$ cat config.mk
export PLATFORM = sky130hd
export DESIGN_NAME = hvs_ctrl
export DESIGN_NICKNAME = d
export VERILOG_FILES = /design/src/rtl/core/hvs_pkg.sv /design/src/rtl/core/hvs_ctrl.sv
export SDC_FILE = /design/constraint.sdc
export NUM_CORES = 1
export LEC_CHECK = 0
export BUFFER_PORTS_ARGS = -buffer_cell sky130_fd_sc_hd__clkbuf_2
export CAP_MARGIN = 20
export CORE_AREA = 2 2 39 41
export DETAILED_ROUTE_END_ITERATION = 8
export DIE_AREA = 0 0 41 43
export GPL_ROUTABILITY_DRIVEN = 0
export GPL_TIMING_DRIVEN = 0
export PLACE_DENSITY = 0.73
export SKIP_LAST_GASP = 1
export SLEW_MARGIN = 20
export SYNTH_ARGS = -nofsm -noshare
export SYNTH_HDL_FRONTEND = slang
export SYNTH_SLANG_ARGS = --single-unit
$ cat constraint.sdc
create_clock -name clk -period 2 [get_ports clk]
set_input_delay 0.2 -clock clk [delete_from_list [all_inputs] [get_ports clk]]
set_output_delay 0.2 -clock clk [all_outputs]
set_load 0.03 [all_outputs]
$ cat src/rtl/core/hvs_pkg.sv
// hvs_pkg: shared types and constants for the hypervolume-by-slicing block
// used by hvs_ctrl, hvs_datapath and hypervolume_by_slicing_top
package hvs_pkg;

    localparam int VOL_BITS    = 64;
    localparam int FIELD_BITS  = 16;
    localparam int CFG_BITS    = 3;
    localparam int MUL_CHUNK   = 16;
    localparam int MUL_STEPS   = VOL_BITS / MUL_CHUNK;
    localparam int MCW         = $clog2(MUL_STEPS);
    localparam int CIDX_BITS   = 2;
    localparam logic [CFG_BITS-1:0] NOBJ_RESET = 3'd2;

    typedef enum logic [3:0] {
        ST_IDLE,
        ST_TOP,
        ST_SCAN_CLR,
        ST_SCAN,
        ST_EVAL,
        ST_SETUP,
        ST_MUL,
        ST_COMMIT,
        ST_EMIT
    } hvs_state_t;

    typedef struct packed {
        logic take_in;
        logic scan_clr;
        logic scan_rd;
        logic start_top;
        logic descend;
        logic ascend;
        logic mul_setup;
        logic base_part;
        logic mul_step;
        logic commit;
        logic emit;
    } hvs_cmd_t;

    typedef struct packed {
        logic scan_done;
        logic found;
        logic at_base;
        logic at_top;
        logic mul_last;
        logic out_free;
    } hvs_status_t;

endpackage

$ cat src/rtl/core/hvs_ctrl.sv
// hvs_ctrl: sequencer for intake, scans, slice recursion and result hand-off
// depends on hvs_pkg
module hvs_ctrl (
    input  logic                clk,
    input  logic                rst_n,
    input  logic                in_valid,
    input  logic                last_of_set,
    output logic                in_stall,
    input  hvs_pkg::hvs_status_t sts,
    output hvs_pkg::hvs_cmd_t   cmd
);
    import hvs_pkg::*;

    hvs_state_t state_reg;
    hvs_state_t state_next;

    always_ff @(posedge clk or negedge rst_n)
    begin
        if (!rst_n)
        begin
            state_reg <= ST_IDLE;
        end
        else
        begin
            state_reg <= state_next;
        end
    end

    always_comb
    begin
        state_next = state_reg;
        unique case (state_reg)
            ST_IDLE:
            begin
                if (in_valid && last_of_set)
                begin
                    state_next = ST_TOP;
                end
            end
            ST_TOP:      state_next = ST_SCAN_CLR;
            ST_SCAN_CLR: state_next = ST_SCAN;
            ST_SCAN:
            begin
                if (sts.scan_done)
                begin
                    state_next = ST_EVAL;
                end
            end
            ST_EVAL:
            begin
                if (!sts.found)
                begin
                    state_next = sts.at_top ? ST_EMIT : ST_SETUP;
                end
                else
                begin
                    state_next = sts.at_base ? ST_MUL : ST_SCAN_CLR;
                end
            end
            ST_SETUP:    state_next = ST_MUL;
            ST_MUL:
            begin
                if (sts.mul_last)
                begin
                    state_next = ST_COMMIT;
                end
            end
            ST_COMMIT:   state_next = ST_SCAN_CLR;
            ST_EMIT:
            begin
                if (sts.out_free)
                begin
                    state_next = ST_IDLE;
                end
            end
            default:     state_next = ST_IDLE;
        endcase
    end

    always_comb
    begin
        cmd      = '0;
        in_stall = 1'b1;
        unique case (state_reg)
            ST_IDLE:
            begin
                in_stall    = 1'b0;
                cmd.take_in = in_valid;
            end
            ST_TOP:      cmd.start_top = 1'b1;
            ST_SCAN_CLR: cmd.scan_clr = 1'b1;
            ST_SCAN:     cmd.scan_rd = 1'b1;
            ST_EVAL:
            begin
                if (!sts.found)
                begin
                    cmd.ascend = !sts.at_top;
                end
                else if (sts.at_base)
                begin
                    cmd.base_part = 1'b1;
                end
                else
                begin
                    cmd.descend = 1'b1;
                end
            end
            ST_SETUP:    cmd.mul_setup = 1'b1;
            ST_MUL:      cmd.mul_step = 1'b1;
            ST_COMMIT:   cmd.commit = 1'b1;
            ST_EMIT:     cmd.emit = sts.out_free;
            default:     cmd = '0;
        endcase
    end

endmodule

==> flow_summary.ini <==
[clocking]
post_cts_buffers = 0
cts.clk_slew.worst_paths_ns = 0.03
post_cts_resized = 0
clock-sinks = 4
clock_tree.buffer_depth = 2
root_buffer = clkbuf_4
htree_levels = 1
clk_latency_ns = 0.23
cts_buffers = 3
cts_tree = done

[power]
power.share.clock = 0.107
powerDensity_nw_per_um2 = 1463
intPower_uw = 443.9
p_switching_uw = 449.1
power.total_uw = 893.0
leakage_nw = 0.2893
vdd_drop_max_mv = 0.7602
swShare = 0.5029
p_comb_frac = 0.744
power_frac_seq = 0.149

[logic_synthesis]
avgSynthCellArea_um2 = 8.121
ys_ff_latch = 4
synth_nets = 65
ys_seq_area_frac = 0.2241
synth_cells = 55
ys_types = 30
ys_warn_count = 0
synthesis.area_um2 = 446.7

[grt]
top_usage_layer = met2
grt.met2_usage = 0.2188
met1_usage = 0.1639
first_global_vias = 418
overflow = 0
gr-usage-all-layers = 0.1333
antenna_found_initial = 0
grt_max_degree = 11
gr-usage-met3 = 0.01571
grt_pass1_wl_mm = 1.607

[worst_setup_path]
ff2ff_setup_slack_ns = 0.38
cp_top_family = simple AND/OR/NAND/NOR gates
slowest_stage = dfrtp_1
reg2reg_from = state_reg[3]$_DFFE_PN0P_
r2r-end = state_reg[1]$_DFFE_PN0P_
cp.required_ns = 1.80
crit_cells = 4
startpoint_type = flop
crit_chain = buf_4, or2_4, nor4_1, clkbuf_2
max_stage_delay_ns = 0.37
cp_num_buf_inv = 2
path_class = flop to output port
reg2regPathDepth = 5
cp_data_arrival_time_ns = 1.52
cp-end-kind = output port
cp_max_fo = 10

[detailed_routing]
wl_per_cell_um = 10.80
firstDrtPassIters = 4
vias = 486
vias_per_cell = 5.063
drc_errors = 0
antenna_left = 0
routed_wl_mm = 1.037
drtIter0Drc = 18

[final_layout]
drive_gt1_frac = 0.4625
final_nets = 92
n_fill_cell = 147
largest_reg_flops = 4
area_delta_synth_final_pct = 36.69
layout_common_cells = 21 x clkbuf_2, 8 x nor2_1, 5 x nand2_1
diodes = 0
stdcell_count = 96
final_common_cell = clkbuf_2

[min_path]
holdCritPathClass = input pin to flop
holdPathStages = 2
whs_endpoint = state_reg[0]$_DFFE_PN0P_
hp-start = sts[5]

[floorplanning]
start_util = 0.3228
rows = 14
die_h_um = 43
dieArea_um2 = 1763
core_area_um2 = 1384
io_pins = 22
die_w_um = 41

[sta]
post-route-period-util = 0.8593
max_freq_ghz = 0.5818
tightest_slew_ns = 0.3068
final_max_slew_viol_count = 0
setup_viol = 0
fin_ws_ns = 0.2813
hold_violations = 0
finalSetupTns_ns = 0
finalCriticalPeriod_ns = 1.719
max_slew_margin = 0.7927
rsz0062_at_grt = false
hold_ws_ns = 0.1944
skew_ns = 0.004567

[place]
io_buffers = 21
hpwl_um = 849.8
pre_cts_slack_ns = 0.4092
dp.cells = 92

[outcome]
outcome = finished clean

[run]
maxCapViolCount = 0
==> cells by family (layout without fill, tap and decap cells) <==
kind of cell,count (synthesis),after routing,share of synthesized area
buf+inv,7,32,0.09521
simple gates,34,34,0.4622
compound gates,9,9,0.1933
mux,1,1,0.02521
flops,4,4,0.2241
==> stage by stage <==
| stage | instance area, µm² | utilization |
|---|---|---|
| 3_3_place_gp | 578.1 | 0.4177 |
| 4_1_cts | 610.6 | 0.4412 |
| 3_5_place_dp | 578.1 | 0.4177 |
| 2_1_floorplan | 452.9 | - |
| 6_report | 610.6 | 0.4412 |
| 5_1_grt | 610.6 | 0.4412 |
==> metal layers <==
metal | wire [µm] | vias up
li1 | - | 252
met1 | 476 | 219
met2 | 507 | 15
met3 | 53 | 0
met4 | 0 | 0
met5 | 0 | -
==> worst reg2reg max path, delay by kind of cell, from the launching register on <==
family | cells | cell delay (ns)
buf+inv | 1 | 0.18
compound gates | 1 | 0.11
flops | 1 | 0.39
mux | 1 | 0.36
simple gates | 2 | 0.44
==> layout make-up <==
| class | count | area [µm²] | area share |
|---|---|---|---|
| Multi-Input combinational cell | 44 | 310.3 | 0.5082 |
| Timing Repair Buffer | 22 | 115.1 | 0.1885 |
| Inverter | 3 | 11.26 | 0.01844 |
| Buffer | 4 | 31.28 | 0.05123 |
| Tap cell | 16 | 20.02 | 0.03279 |
| Sequential cell | 4 | 100.1 | 0.1639 |
| Clock buffer | 3 | 22.52 | 0.03689 |
==> power groups by stage <==
stage	Sequential (mW)	Combinational, mW	Clock [mW]
2_1_floorplan	0.130	0.529	0
3_3_place_gp	0.132	0.661	0
3_5_place_dp	0.135	0.663	0
4_1_cts	0.133	0.667	0.102
5_1_grt	0.140	0.726	0.107
6_report	0.133	0.664	0.0952
==> cell usage after synthesis <==
master / number / share of area
a21o_1: 1 / 0.017
a21oi_1: 3 / 0.034
a221oi_1: 1 / 0.020
and3_1: 1 / 0.014
buf_2: 1 / 0.011
buf_4: 2 / 0.034
buf_6: 1 / 0.025
dfrtp_1: 4 / 0.22
inv_1: 3 / 0.025
mux2_1: 1 / 0.025
nand2_1: 5 / 0.042
nand2b_1: 1 / 0.014
nand2b_2: 1 / 0.020
nand3_1: 2 / 0.022
nor2_1: 8 / 0.067
nor2b_1: 1 / 0.014
nor3_1: 4 / 0.045
nor3b_1: 2 / 0.034
nor4_1: 2 / 0.028
nor4_2: 1 / 0.028
nor4b_1: 1 / 0.020
nor4b_2: 1 / 0.034
nor4bb_1: 1 / 0.022
o2111a_1: 1 / 0.025
o21bai_2: 1 / 0.025
o311ai_2: 1 / 0.036
o32ai_2: 1 / 0.036
or2_4: 1 / 0.020
or2b_4: 1 / 0.025
or3_1: 1 / 0.014
==> worst max path at each step <==
stage | startpoint | to | slack, ns
after floorplan | state_reg[1]$_DFFE_PN0P_ | cmd[3] | 0.07
after global placement | state_reg[3]$_DFFE_PN0P_ | state_reg[1]$_DFFE_PN0P_ | 0.41
after detailed placement | state_reg[3]$_DFFE_PN0P_ | state_reg[1]$_DFFE_PN0P_ | 0.41
after CTS | state_reg[1]$_DFFE_PN0P_ | cmd[3] | 0.26
after global routing | state_reg[1]$_DFFE_PN0P_ | cmd[5] | 0.18
final | state_reg[1]$_DFFE_PN0P_ | cmd[3] | 0.28
==> repair_timing <==
| action | CTS | global route |
|---|---|---|
| hold buffers | 1 | 0 |
| endpoints found under the hold margin | 4 | 0 |
| endpoints found under the setup margin | 0 | 0 |
Note: power is estimated with default switching activity, not from simulation.
